File: config.mk
export PLATFORM = sky130hd
export DESIGN_NAME = drivetrain_safety_fault_monitor_top_flat
export DESIGN_NICKNAME = d
export VERILOG_FILES = /design/src/rtl/dsfm_pkg.sv /design/src/rtl/dsfm_if.sv /design/src/rtl/drivetrain_safety_fault_monitor_top.sv /design/src/rtl/dsfm_check.sv /design/src/rtl/dsfm_tod.sv /design/src/flat_wrapper.sv
export SDC_FILE = /design/constraint.sdc
export NUM_CORES = 1
export LEC_CHECK = 0
export ABC_CLOCK_PERIOD_IN_PS = 10300
export BUFFER_PORTS_ARGS = -buffer_cell sky130_fd_sc_hd__buf_2
export CAP_MARGIN = 20
export CELL_PAD_IN_SITES_DETAIL_PLACEMENT = 0
export CELL_PAD_IN_SITES_GLOBAL_PLACEMENT = 2
export CORE_ASPECT_RATIO = 0.75
export CORE_UTILIZATION = 44
export CTS_BUF_LIST = sky130_fd_sc_hd__clkbuf_8
export DETAILED_ROUTE_END_ITERATION = 6
export PLACE_DENSITY = 0.89
export RECOVER_POWER = 50
export SLEW_MARGIN = 0
export SYNTH_ARGS = -nofsm -noshare
export SYNTH_HDL_FRONTEND = slang
export SYNTH_SLANG_ARGS = --single-unit
File: constraint.sdc
create_clock -name clk_i -period 10.3 [get_ports clk_i]
set_clock_uncertainty 0.1 [all_clocks]
set_input_delay 1.03 -clock clk_i [delete_from_list [all_inputs] [get_ports clk_i]]
set_output_delay 1.03 -clock clk_i [all_outputs]
set_load 0.05 [all_outputs]
File: src/rtl/dsfm_pkg.sv
package dsfm_pkg;

  // Configuration register indexes.
  localparam logic [2:0] CFG_GEARBOX_KIND  = 3'd0;
  localparam logic [2:0] CFG_ARCH_2004     = 3'd1;
  localparam logic [2:0] CFG_INVALID_STATE = 3'd2;
  localparam logic [2:0] CFG_FRM_DELAY     = 3'd3;
  localparam logic [2:0] CFG_FAULT_DELAY   = 3'd4;
  localparam logic [2:0] CFG_INHIBIT_MASK  = 3'd5;

  localparam int unsigned CfgIdxW  = 3;
  localparam int unsigned CfgDataW = 16;

  // Gearbox kinds; only AUTO and AMT run checks, any other code runs none.
  localparam logic [1:0] GBX_AUTO  = 2'd0;
  localparam logic [1:0] GBX_AMT   = 2'd1;
  localparam logic [1:0] GBX_OTHER = 2'd2;

  // Bits of the inhibit mask.
  localparam int unsigned INH_FRAME  = 0;
  localparam int unsigned INH_2010   = 1;
  localparam int unsigned INH_START  = 2;
  localparam int unsigned INH_SAFETY = 3;

  // Turn-on delay: threshold is (delay + DlyOffset) >> DlyShift.
  localparam int unsigned DelayW     = 16;
  localparam int unsigned CountW     = 15;
  localparam int unsigned DlyOffset  = 6;
  localparam int unsigned DlyShift   = 2;

  typedef struct packed {
    logic [7:0] drivetrain_state;
    logic       frame_invalid_active;
    logic       park_neutral_ext;
    logic       park_neutral_sensor;
    logic       auto_state_out_of_range;
    logic       start_authorized;
    logic       amt_drive_engaged_ext;
    logic       amt_start_inhibit;
    logic       amt_state_out_of_range;
  } in_item_t;

  typedef struct packed {
    logic frame_fault_raw;
    logic frame_fault_confirmed;
    logic drivetrain_fault_raw;
    logic drivetrain_fault_confirmed;
    logic safety_inhibit_request;
  } out_item_t;

  // Raw conditions handed from the check logic to the delay counters.
  typedef struct packed {
    logic frame_raw;
    logic merged_raw;
  } check_res_t;

endpackage

File: src/rtl/dsfm_if.sv
interface dsfm_in_if;
  import dsfm_pkg::*;

  logic     valid;
  logic     ready;
  in_item_t payload;

  modport source (output valid, output payload, input ready);
  modport sink   (input valid, input payload, output ready);
endinterface

interface dsfm_out_if;
  import dsfm_pkg::*;

  logic      valid;
  logic      ready;
  out_item_t payload;

  modport source (output valid, output payload, input ready);
  modport sink   (input valid, input payload, output ready);
endinterface

File: src/rtl/drivetrain_safety_fault_monitor_top.sv
// Drivetrain safety fault monitor.
//
// Each item on the input channel is one monitoring tick of sampled drivetrain
// signals, and each tick yields exactly one result item on the output channel.
// Both channels use a valid/ready handshake; an item moves on a rising edge
// where valid and ready are both high.
// An accepted item lands in an input register; the checks, the held check
// results and the two turn-on-delay counters are evaluated from it
// combinationally and the result is written to the output register, which
// then presents it as valid. One item per cycle is sustained while the
// receiver does not stall.
// When the receiver stalls, the output register holds its result and the
// input register still takes one more item, so ready falls only when both
// are full. The configuration port is a plain write port and must only be
// written while no item is in flight.
// Reset clears both registers' valid flags, the held check results and the
// delay counters, and loads the configuration with its reset values (gearbox
// kind "other", so no gearbox check runs until configured).
module drivetrain_safety_fault_monitor_top (
  input  logic                            clk_i,
  input  logic                            rst_ni,
  input  logic                            cfg_we_i,
  input  logic [dsfm_pkg::CfgIdxW-1:0]    cfg_idx_i,
  input  logic [dsfm_pkg::CfgDataW-1:0]   cfg_wdata_i,
  dsfm_in_if.sink                         in_if,
  dsfm_out_if.source                      out_if
);
  import dsfm_pkg::*;

  // Configuration registers.
  logic [1:0]        gearbox_kind_q;
  logic              arch_2004_q;
  logic [7:0]        invalid_state_code_q;
  logic [DelayW-1:0] frm_delay_q;
  logic [DelayW-1:0] fault_delay_q;
  logic [3:0]        inhibit_mask_q;

  always_ff @(posedge clk_i or negedge rst_ni) begin
    if (!rst_ni) begin
      gearbox_kind_q       <= GBX_OTHER;
      arch_2004_q          <= 1'b0;
      invalid_state_code_q <= '0;
      frm_delay_q          <= '0;
      fault_delay_q        <= '0;
      inhibit_mask_q       <= '0;
    end else if (cfg_we_i) begin
      case (cfg_idx_i)
        CFG_GEARBOX_KIND:  gearbox_kind_q       <= cfg_wdata_i[1:0];
        CFG_ARCH_2004:     arch_2004_q          <= cfg_wdata_i[0];
        CFG_INVALID_STATE: invalid_state_code_q <= cfg_wdata_i[7:0];
        CFG_FRM_DELAY:     frm_delay_q          <= cfg_wdata_i[DelayW-1:0];
        CFG_FAULT_DELAY:   fault_delay_q        <= cfg_wdata_i[DelayW-1:0];
        CFG_INHIBIT_MASK:  inhibit_mask_q       <= cfg_wdata_i[3:0];
        default: begin
          // Writes to unused indexes are dropped.
        end
      endcase
    end
  end

  // Input register and output register with their valid flags.
  in_item_t  in_q;
  logic      in_vld_q;
  out_item_t out_q, out_d;
  logic      out_vld_q;
  logic      adv;
  logic      in_acc;

  // The item in the input register advances whenever the output slot is free
  // or is being emptied in this cycle.
  assign adv          = in_vld_q && (!out_vld_q || out_if.ready);
  assign in_if.ready  = !in_vld_q || adv;
  assign in_acc       = in_if.valid && in_if.ready;

  always_ff @(posedge clk_i or negedge rst_ni) begin
    if (!rst_ni) begin
      in_vld_q <= 1'b0;
    end else if (in_acc) begin
      in_vld_q <= 1'b1;
    end else if (adv) begin
      in_vld_q <= 1'b0;
    end
  end

  always_ff @(posedge clk_i) begin
    if (in_acc) begin
      in_q <= in_if.payload;
    end
  end

  check_res_t chk;
  logic       frm_conf;
  logic       fault_conf;

  dsfm_check u_check (
    .clk_i                (clk_i),
    .rst_ni               (rst_ni),
    .adv_i                (adv),
    .item_i               (in_q),
    .gearbox_kind_i       (gearbox_kind_q),
    .arch_2004_i          (arch_2004_q),
    .invalid_state_code_i (invalid_state_code_q),
    .inhibit_mask_i       (inhibit_mask_q),
    .res_o                (chk)
  );

  dsfm_tod u_frm_tod (
    .clk_i   (clk_i),
    .rst_ni  (rst_ni),
    .adv_i   (adv),
    .cond_i  (chk.frame_raw),
    .delay_i (frm_delay_q),
    .conf_o  (frm_conf)
  );

  dsfm_tod u_fault_tod (
    .clk_i   (clk_i),
    .rst_ni  (rst_ni),
    .adv_i   (adv),
    .cond_i  (chk.merged_raw),
    .delay_i (fault_delay_q),
    .conf_o  (fault_conf)
  );

  always_comb begin
    out_d.frame_fault_raw            = chk.frame_raw;
    out_d.frame_fault_confirmed      = frm_conf && !inhibit_mask_q[INH_FRAME];
    out_d.drivetrain_fault_raw       = chk.merged_raw;
    out_d.drivetrain_fault_confirmed = fault_conf;
    out_d.safety_inhibit_request     = fault_conf && !inhibit_mask_q[INH_SAFETY];
  end

  always_ff @(posedge clk_i or negedge rst_ni) begin
    if (!rst_ni) begin
      out_vld_q <= 1'b0;
    end else if (adv) begin
      out_vld_q <= 1'b1;
    end else if (out_if.ready) begin
      out_vld_q <= 1'b0;
    end
  end

  always_ff @(posedge clk_i) begin
    if (adv) begin
      out_q <= out_d;
    end
  end

  assign out_if.valid   = out_vld_q;
  assign out_if.payload = out_q;

endmodule

File: src/rtl/dsfm_check.sv
module dsfm_check (
  input  logic                  clk_i,
  input  logic                  rst_ni,
  input  logic                  adv_i,
  input  dsfm_pkg::in_item_t    item_i,
  input  logic [1:0]            gearbox_kind_i,
  input  logic                  arch_2004_i,
  input  logic [7:0]            invalid_state_code_i,
  input  logic [3:0]            inhibit_mask_i,
  output dsfm_pkg::check_res_t  res_o
);
  import dsfm_pkg::*;

  logic held_2010_q, held_2010_d;
  logic held_start_q, held_start_d;

  // A check that does not run for this gearbox kind or architecture keeps its last result.
  always_comb begin
    held_2010_d  = held_2010_q;
    held_start_d = held_start_q;
    case (gearbox_kind_i)
      GBX_AUTO: begin
        if (!arch_2004_i) begin
          held_2010_d = (item_i.park_neutral_ext == item_i.park_neutral_sensor) &&
                        !item_i.auto_state_out_of_range;
        end
        held_start_d = item_i.start_authorized && !item_i.park_neutral_sensor;
      end
      GBX_AMT: begin
        if (!arch_2004_i) begin
          held_2010_d = (item_i.amt_drive_engaged_ext == item_i.amt_start_inhibit) &&
                        !item_i.amt_state_out_of_range;
        end
        held_start_d = item_i.start_authorized && !item_i.amt_start_inhibit;
      end
      default: begin
        held_2010_d  = held_2010_q;
        held_start_d = held_start_q;
      end
    endcase
  end

  always_ff @(posedge clk_i or negedge rst_ni) begin
    if (!rst_ni) begin
      held_2010_q  <= 1'b0;
      held_start_q <= 1'b0;
    end else if (adv_i) begin
      held_2010_q  <= held_2010_d;
      held_start_q <= held_start_d;
    end
  end

  assign res_o.frame_raw  = (item_i.drivetrain_state != invalid_state_code_i) &&
                            item_i.frame_invalid_active;
  assign res_o.merged_raw = (held_2010_d && !inhibit_mask_i[INH_2010]) ||
                            (held_start_d && !inhibit_mask_i[INH_START]);

endmodule

File: src/rtl/dsfm_tod.sv
module dsfm_tod (
  input  logic                          clk_i,
  input  logic                          rst_ni,
  input  logic                          adv_i,
  input  logic                          cond_i,
  input  logic [dsfm_pkg::DelayW-1:0]   delay_i,
  output logic                          conf_o
);
  import dsfm_pkg::*;

  logic [DelayW:0]   sum;
  logic [CountW-1:0] thr;
  logic [CountW-1:0] sat;
  logic [CountW-1:0] count_q, count_d;

  // The sum never wraps, and the threshold is at least one.
  assign sum = {1'b0, delay_i} + (DelayW+1)'(DlyOffset);
  assign thr = sum[DelayW:DlyShift];
  assign sat = (count_q > thr) ? thr : count_q;

  always_comb begin
    if (cond_i) begin
      count_d = sat + CountW'(1);
    end else begin
      count_d = '0;
    end
  end

  assign conf_o = (count_d >= thr);

  always_ff @(posedge clk_i or negedge rst_ni) begin
    if (!rst_ni) begin
      count_q <= '0;
    end else if (adv_i) begin
      count_q <= count_d;
    end
  end

endmodule
File: src/flat_wrapper.sv
// flat-port wrapper written by rule: the top's interface ports become plain ports
module drivetrain_safety_fault_monitor_top_flat import dsfm_pkg::*;
  (clk_i, rst_ni, cfg_we_i, cfg_idx_i, cfg_wdata_i, in_if_valid, in_if_payload, in_if_ready, out_if_valid, out_if_payload, out_if_ready);
  dsfm_in_if in_if_i ();
  dsfm_out_if out_if_i ();
  input  logic clk_i;
  input  logic rst_ni;
  input  logic cfg_we_i;
  input  logic [dsfm_pkg::CfgIdxW-1:0] cfg_idx_i;
  input  logic [dsfm_pkg::CfgDataW-1:0] cfg_wdata_i;
  input wire logic [$bits(in_if_i.valid)-1:0] in_if_valid;
  input wire logic [$bits(in_if_i.payload)-1:0] in_if_payload;
  output wire logic [$bits(in_if_i.ready)-1:0] in_if_ready;
  output wire logic [$bits(out_if_i.valid)-1:0] out_if_valid;
  output wire logic [$bits(out_if_i.payload)-1:0] out_if_payload;
  input wire logic [$bits(out_if_i.ready)-1:0] out_if_ready;
  assign in_if_i.valid = in_if_valid;
  assign in_if_i.payload = in_if_payload;
  assign in_if_ready = in_if_i.ready;
  assign out_if_valid = out_if_i.valid;
  assign out_if_payload = out_if_i.payload;
  assign out_if_i.ready = out_if_ready;
  drivetrain_safety_fault_monitor_top u_core (.clk_i(clk_i), .rst_ni(rst_ni), .cfg_we_i(cfg_we_i), .cfg_idx_i(cfg_idx_i), .cfg_wdata_i(cfg_wdata_i), .in_if(in_if_i), .out_if(out_if_i));
endmodule
==> results.sh, run 1 <==
export IMPL_ctsResizeCount=0
export IMPL_synth_area_leaders="dfrtp_1 25%, ha_1 10%, edfxtp_1 8.2%"
export IMPL_outcome="complete, but fails checks"
export IMPL_yosysSeqAreaShare=0.3395
export IMPL_drt_first_pass_iters=5
export IMPL_p_per_area_nw_per_um2=193.9
export IMPL_cts_num_sinks=100
export IMPL_slew_headroom=-1.400
export IMPL_critPathLaunchType="flip-flop"
export IMPL_grt_max_degree=66
export IMPL_avgRoutedWirePerCell_um=18.07
export IMPL_crit_buf_inv=3
export IMPL_synth_edf_count=21
export IMPL_synth_main_ff_cell="dfrtp_1"
export IMPL_postSynthCellCount=821
export IMPL_maxSlewViolCount=100
export IMPL_top_layer="met4"
export IMPL_grt_pass1_vias=5888
export IMPL_route_layer_met1_wl_um=10020
export IMPL_path_max_fanout=25
export IMPL_cp_required_ps=10360
export IMPL_syn_avg_cell_area_um2=9.359
export IMPL_synth_nets=925
export IMPL_cts_hold_buf=0
export IMPL_postCtsSetupBuffers=0
export IMPL_reg2reg_to="u_core.out_if.payload[0]"
export IMPL_min_from="u_core.in_vld_q"
export IMPL_drt_iter0_markers=505
export IMPL_fillers=1582
export IMPL_grt_antenna_before_repair=1
export IMPL_route_met2_wl_um=8001
export IMPL_hold_violations=0
export IMPL_r2r_start="u_core.fault_delay_q[1]"
export IMPL_fp_row_count=41
export IMPL_arrival_ps=7230
export IMPL_cts_clk_slew_worst_paths_ps=110
export IMPL_hp_class="flip-flop to flip-flop"
export IMPL_cts_inserted_buffers=9
export IMPL_worstSkewPairLatency_ps=400
export IMPL_crit_family="simple AND/OR/NAND/NOR gates"
export IMPL_fin_crit_ps=7170
export IMPL_rsz0062_at_grt="false"
export IMPL_grt_total_usage=0.2261
export IMPL_dieHeight_um=116.4
export IMPL_ys_ff_latch=100
export IMPL_yosysTopAreaCell="dfrtp_1"
export IMPL_drv_cap=2
export IMPL_syn2layout_area_growth_pct=7.588
export IMPL_wl_met3_um=1196
export IMPL_routabilityCongestion=0.8971
export IMPL_violations="capacitance limit, slew limit"
export IMPL_layout_nets=956
export IMPL_htreeDepth=3
export IMPL_setup_viol=0
export IMPL_initial_utilization=0.4539
export IMPL_path_class="flip-flop to flip-flop"
export IMPL_cts_buffer_depth=2
export IMPL_cts_tree="yes"
export IMPL_drc_errors=0
export IMPL_via_per_inst=5.906
export IMPL_die_area_um2=18000
export IMPL_dp_hpwl_um=14660
export IMPL_synth_distinct_cells=77
export IMPL_root_buffer="clkbuf_8"
export IMPL_synthArstFlopShare=0.7900
export IMPL_drive_gt1_frac=0.1540
export IMPL_route_vias_total=6331
export IMPL_worstRegToRegCells=27
export IMPL_yosys_warnings=0
export IMPL_grt_first_pass_wirelength_um=31520
export IMPL_rrSetupSlack_ps=3130
export IMPL_slowest_delay_ps=530
export IMPL_hold_path_cell_count=1
export IMPL_peakVddDrop_mv=0.09552
export IMPL_grt_overflow_total=0
export IMPL_insertedDiodeCount=0
export IMPL_fin_crit_sh=0.6962
export IMPL_die_x_um=154.6
export IMPL_final_core_util=0.4883
export IMPL_synth_area_um2=7684
export IMPL_critPathCaptureType="flip-flop"
export IMPL_fin_setup_tns_ps=0
export IMPL_critPathSlowestCell="or4bb_1"
export IMPL_holdPathEnd="u_core.out_if.valid"
export IMPL_ant_nets=0
export IMPL_tightest_slew_ps=3600
export IMPL_max_freq_mhz=139.5
export IMPL_io_buffer_count=46
export IMPL_leakagePower_nw=3.527
export IMPL_crit_top_cell="ha_1"
export IMPL_core_um2=16930
export IMPL_wirelength_um=19370
export IMPL_ios=47
export IMPL_synth_top_cell_area_share=0.2540
-- registers in the layout, summed over array words and instances, names as in the netlist, 2 cells and up --
name,count
u_core.in_q,16
u_core.u_frm_tod.count_q,15
u_core.out_if.payload,5
u_core.inhibit_mask_q,4
u_core.frm_delay_q,15
u_core.fault_delay_q,15
u_core.invalid_state_code_q,8
u_core.gearbox_kind_q,2
u_core.u_fault_tod.count_q,15
-- metal layers --
layer,vias up,global-route usage
met5,-,0
met4,0,0.04950
met3,11,0.04453
met2,184,0.3255
met1,3046,0.3466
li1,3090,-
-- layout by cell type (no fill, tap or decap), types with 4 or more instances in the layout --
cell      Yosys  final
dfrtp_1      78     78
o21ai_0      34     34
buf_4         1      5
edfxtp_1     21     21
o31a_1        4      4
xnor2_1      42     42
and2_1        7      7
o21a_1        5      5
nand2_1      68     68
xor2_1       25     25
nor4_2        4      4
buf_2        10     43
o211ai_1      5      5
a21o_1       19     19
nand2b_1     13     13
o21ai_1       9      9
nor2_1       66     66
mux2i_1      12     12
ha_1         64     64
o22ai_1       4      4
or3_1         6      6
and3_1        7      7
a211oi_1     13     13
nand4_1      23     23
nor2b_1       5      5
nand3_1      29     29
clkbuf_8      0      9
nand4b_1      5      5
and4_1        5      5
clkbuf_1     19      6
a21oi_1      39     39
inv_1        28     29
nor3_1       14     14
inv_6         0      4
nand3b_1      5      5
mux2_2       51     51
o31ai_1      10     10
nor4_1        5      5
-- how the worst max path moves through the flow --
stage / from / endpoint / depth (start not counted)
floorplan: u_core.fault_delay_q[1] / u_core.out_if.payload[0] / 28
CTS: u_core.fault_delay_q[1] / u_core.out_if.payload[0] / 27
global placement: u_core.fault_delay_q[1] / u_core.out_if.payload[0] / 27
global route: u_core.fault_delay_q[1] / u_core.out_if.payload[0] / 27
finish: u_core.fault_delay_q[1] / u_core.out_if.payload[0] / 27
detailed placement: u_core.fault_delay_q[1] / u_core.out_if.payload[0] / 27
-- layout make-up --
type / instances / area (um2) / share of cell area
clock buffer: 9 / 123.9 / 0.01498
timing repair buffer: 54 / 275.3 / 0.03330
sequential: 100 / 2609 / 0.3156
inverter: 30 / 112.6 / 0.01362
clock inverter: 7 / 66.31 / 0.008022
multi-input combinational: 657 / 4811 / 0.5820
tap: 215 / 269.0 / 0.03254
-- power breakdown --
part	internal (mW)	switching (mW)	leakage, nW
registers	0.481	0.101	1.20
clock network	0.0945	0.165	0.101
logic	0.313	0.448	2.22
-- cells by family (layout without fill, tap and decap cells) --
| logic type | count (synthesis) | after routing | synth area share |
|---|---|---|---|
| compound gates | 181 | 181 | 0.1573 |
| xor+xnor | 67 | 67 | 0.07637 |
| fa+ha+maj | 64 | 64 | 0.1042 |
| buf+inv | 64 | 100 | 0.03436 |
| flops | 100 | 100 | 0.3395 |
| mux | 65 | 65 | 0.09412 |
| simple gates | 280 | 280 | 0.1941 |
-- cells in the mapped netlist, drive strengths merged, types with 19 or more instances --
master,instances
dfrtp,78
xnor2,42
edfxtp,21
nand4,23
nor2,66
clkbuf,19
a21oi,39
mux2,52
a21o,19
nand3,29
inv,28
nand2,68
ha,64
xor2,25
o21ai,44
-- metrics by stage --
| step | power [mW] | hold slack [ps] | cell area, um2 | setup slack, ps | instances |
|---|---|---|---|---|---|
| 2_1_floorplan | 1.140 | 343.6 | 7684 | 3975 | 821 |
| 3_3_place_gp | 1.320 | 362.2 | 8099 | 3575 | 1056 |
| 3_5_place_dp | 1.342 | 383.9 | 8099 | 3281 | 1056 |
| 4_1_cts | 1.611 | 370.7 | 8289 | 3210 | 1072 |
| 5_1_grt | 1.732 | 444.9 | 8267 | 2655 | 1072 |
| 6_report | 1.603 | 414.7 | 8267 | 3130 | 1072 |
Power figures use the tool's default switching activity.
==> inputs of run 2 (changes only) <==
ABC_CLOCK_PERIOD_IN_PS = 7100   (was 10300)
CORE_UTILIZATION = 41   (was 44)
PLACE_DENSITY = 0.84   (was 0.89)
clock period = 7.1 ns   (was 10.3 ns; I/O delays follow)
==> run 2 against run 1 <==
The flow finishes with violations (DRC, capacitance limit, slew limit); cell count up 3.1%; power rose by 47%; sequential cell count is the same; cell area rose by 1.2%; sequential power rose by 44%; routed wire length is 1.8% higher; critical path depth decreased by 1; critical endpoint unchanged; largest cell class unchanged.
==> results.sh, run 2 (synthesized netlist as in run 1, its figures left out) <==
export IMPL_peakVddDrop_mv=0.1213
export IMPL_tightest_slew_ps=3590
export IMPL_dp_hpwl_um=14870
export IMPL_wirelength_um=19720
export IMPL_p_per_area_nw_per_um2=281.6
export IMPL_hold_path_cell_count=1
export IMPL_fin_crit_sh=0.9465
export IMPL_cts_buffer_depth=2
export IMPL_rrSetupSlack_ps=380
export IMPL_cts_hold_buf=0
export IMPL_crit_top_cell="ha_1"
export IMPL_htreeDepth=3
export IMPL_die_area_um2=19300
export IMPL_mostFrequentLayoutCell="dfrtp_1"
export IMPL_rsz0062_at_grt="false"
export IMPL_hold_violations=0
export IMPL_fillers=1735
export IMPL_fp_row_count=42
export IMPL_route_vias_total=6328
export IMPL_dieHeight_um=120.6
export IMPL_root_buffer="clkbuf_8"
export IMPL_cts_tree="yes"
export IMPL_grt_first_pass_wirelength_um=32760
export IMPL_initial_utilization=0.4275
export IMPL_via_per_inst=5.727
export IMPL_leakagePower_nw=3.554
export IMPL_r2r_start="u_core.fault_delay_q[1]"
export IMPL_grt_overflow_total=0
export IMPL_slew_headroom=-1.393
export IMPL_min_from="in_if_payload[6]"
export IMPL_slowest_delay_ps=520
export IMPL_post_place_ws_ps=365.5
export IMPL_cp_required_ps=7160
export IMPL_insertedDiodeCount=0
export IMPL_final_cell_mix="78 x dfrtp_1, 68 x nand2_1, 66 x nor2_1, 64 x ha_1, 51 x mux2_2"
export IMPL_regMostFlops="u_core.in_q"
export IMPL_io_buffer_count=46
export IMPL_syn2layout_area_growth_pct=8.907
export IMPL_die_x_um=160.1
export IMPL_holdPathEnd="u_core.in_q[6]"
export IMPL_critPathSlowestCell="or4bb_1"
export IMPL_postCtsSetupBuffers=0
export IMPL_grt_pass1_vias=6213
export IMPL_routabilityCongestion=0.8320
export IMPL_critPathCaptureType="flip-flop"
export IMPL_ant_nets=0
export IMPL_fin_setup_tns_ps=0
export IMPL_max_freq_mhz=148.8
export IMPL_layout_nets=962
export IMPL_core_um2=17970
export IMPL_ios=47
export IMPL_violations="DRC, capacitance limit, slew limit"
export IMPL_fin_ws_ps=380.0
export IMPL_outcome="complete, but fails checks"
export IMPL_largest_reg_flops=16
export IMPL_drive_gt1_frac=0.1622
export IMPL_reg2reg_to="u_core.out_if.payload[0]"
export IMPL_arrival_ps=6780
export IMPL_cts_num_sinks=100
export IMPL_maxSlewViolCount=98
export IMPL_cts_clk_slew_worst_paths_ps=110
export IMPL_path_max_fanout=7
export IMPL_worstRegToRegCells=26
export IMPL_drc_errors=1
export IMPL_cts_inserted_buffers=9
export IMPL_drv_cap=2
export IMPL_avgRoutedWirePerCell_um=17.85
export IMPL_fin_crit_ps=6720
export IMPL_critPathLaunchType="flip-flop"
export IMPL_worstSkewPairLatency_ps=400
export IMPL_drt_iter0_markers=416
export IMPL_grt_total_usage=0.2150
export IMPL_grt_max_degree=64
export IMPL_hp_class="input port to flip-flop"
export IMPL_ctsResizeCount=0
export IMPL_setup_viol=0
export IMPL_drt_first_pass_iters=7
export IMPL_grt_antenna_before_repair=0
export IMPL_path_class="flip-flop to flip-flop"
[run 2: changes by cell type in the layout (fill, tap and decap cells not counted)]
cell | previous run | this run
buf_4 | 5 | 11
inv_6 | 4 | 3
inv_8 | 1 | 2
mux2i_1 | 12 | 11
mux2i_4 | 0 | 1
xor2_1 | 25 | 24
xor2_2 | 0 | 1
[run 2: power breakdown]
part,switching (mW),internal (mW),leakage [nW]
registers,0.140,0.698,1.20
clock network,0.243,0.138,0.103
logic,0.666,0.471,2.25
[run 2: cell type report]
type                            instances  area [um2]  area share
Clock inverter                          7       68.82    0.008224
Clock buffer                            9       123.9     0.01480
Inverter                               30       112.6     0.01346
Timing Repair Buffer                   60       320.3     0.03828
Tap cell                              242       302.8     0.03618
Multi-Input combinational cell        657        4831      0.5773
Sequential cell                       100        2609      0.3118
[run 2: worst max-delay path by stage]
stage / from / slack, ps / end
after floorplan: u_core.fault_delay_q[1] / 780 / u_core.out_if.payload[0]
after global placement: u_core.fault_delay_q[1] / 640 / u_core.out_if.payload[0]
after detailed placement: u_core.fault_delay_q[1] / 370 / u_core.out_if.payload[0]
after CTS: u_core.fault_delay_q[1] / 330 / u_core.out_if.payload[0]
after global routing: u_core.fault_delay_q[1] / 2 / u_core.out_if.payload[0]
final: u_core.fault_delay_q[1] / 380 / u_core.out_if.payload[0]
[run 2: metal layers]
layer / track usage / share of wire
met4: 0.04286 / 0.0079
met1: 0.3267 / 0.53
met2: 0.3163 / 0.41
met5: 0 / 0
met3: 0.03842 / 0.045
[run 2: critical path, delay by kind of cell (launching register included)]
family	cells	cell delay (ps)
xor+xnor	1	260
buf+inv	2	190
compound gates	8	1250
flops	1	430
mux	1	330
simple gates	10	2660
fa+ha+maj	4	1270
[run 2: through the flow]
stage	cells	total power [mW]	hold slack (ps)	area, um2	util
6_report	1105	2.357	377.9	8368	0.4656
3_3_place_gp	1089	1.946	362.1	8178	0.4550
3_5_place_dp	1089	1.968	369.4	8178	0.4550
4_1_cts	1105	2.370	69.54	8371	0.4657
2_1_floorplan	821	1.654	314.4	7684	-
5_1_grt	1105	2.550	352.0	8368	0.4656
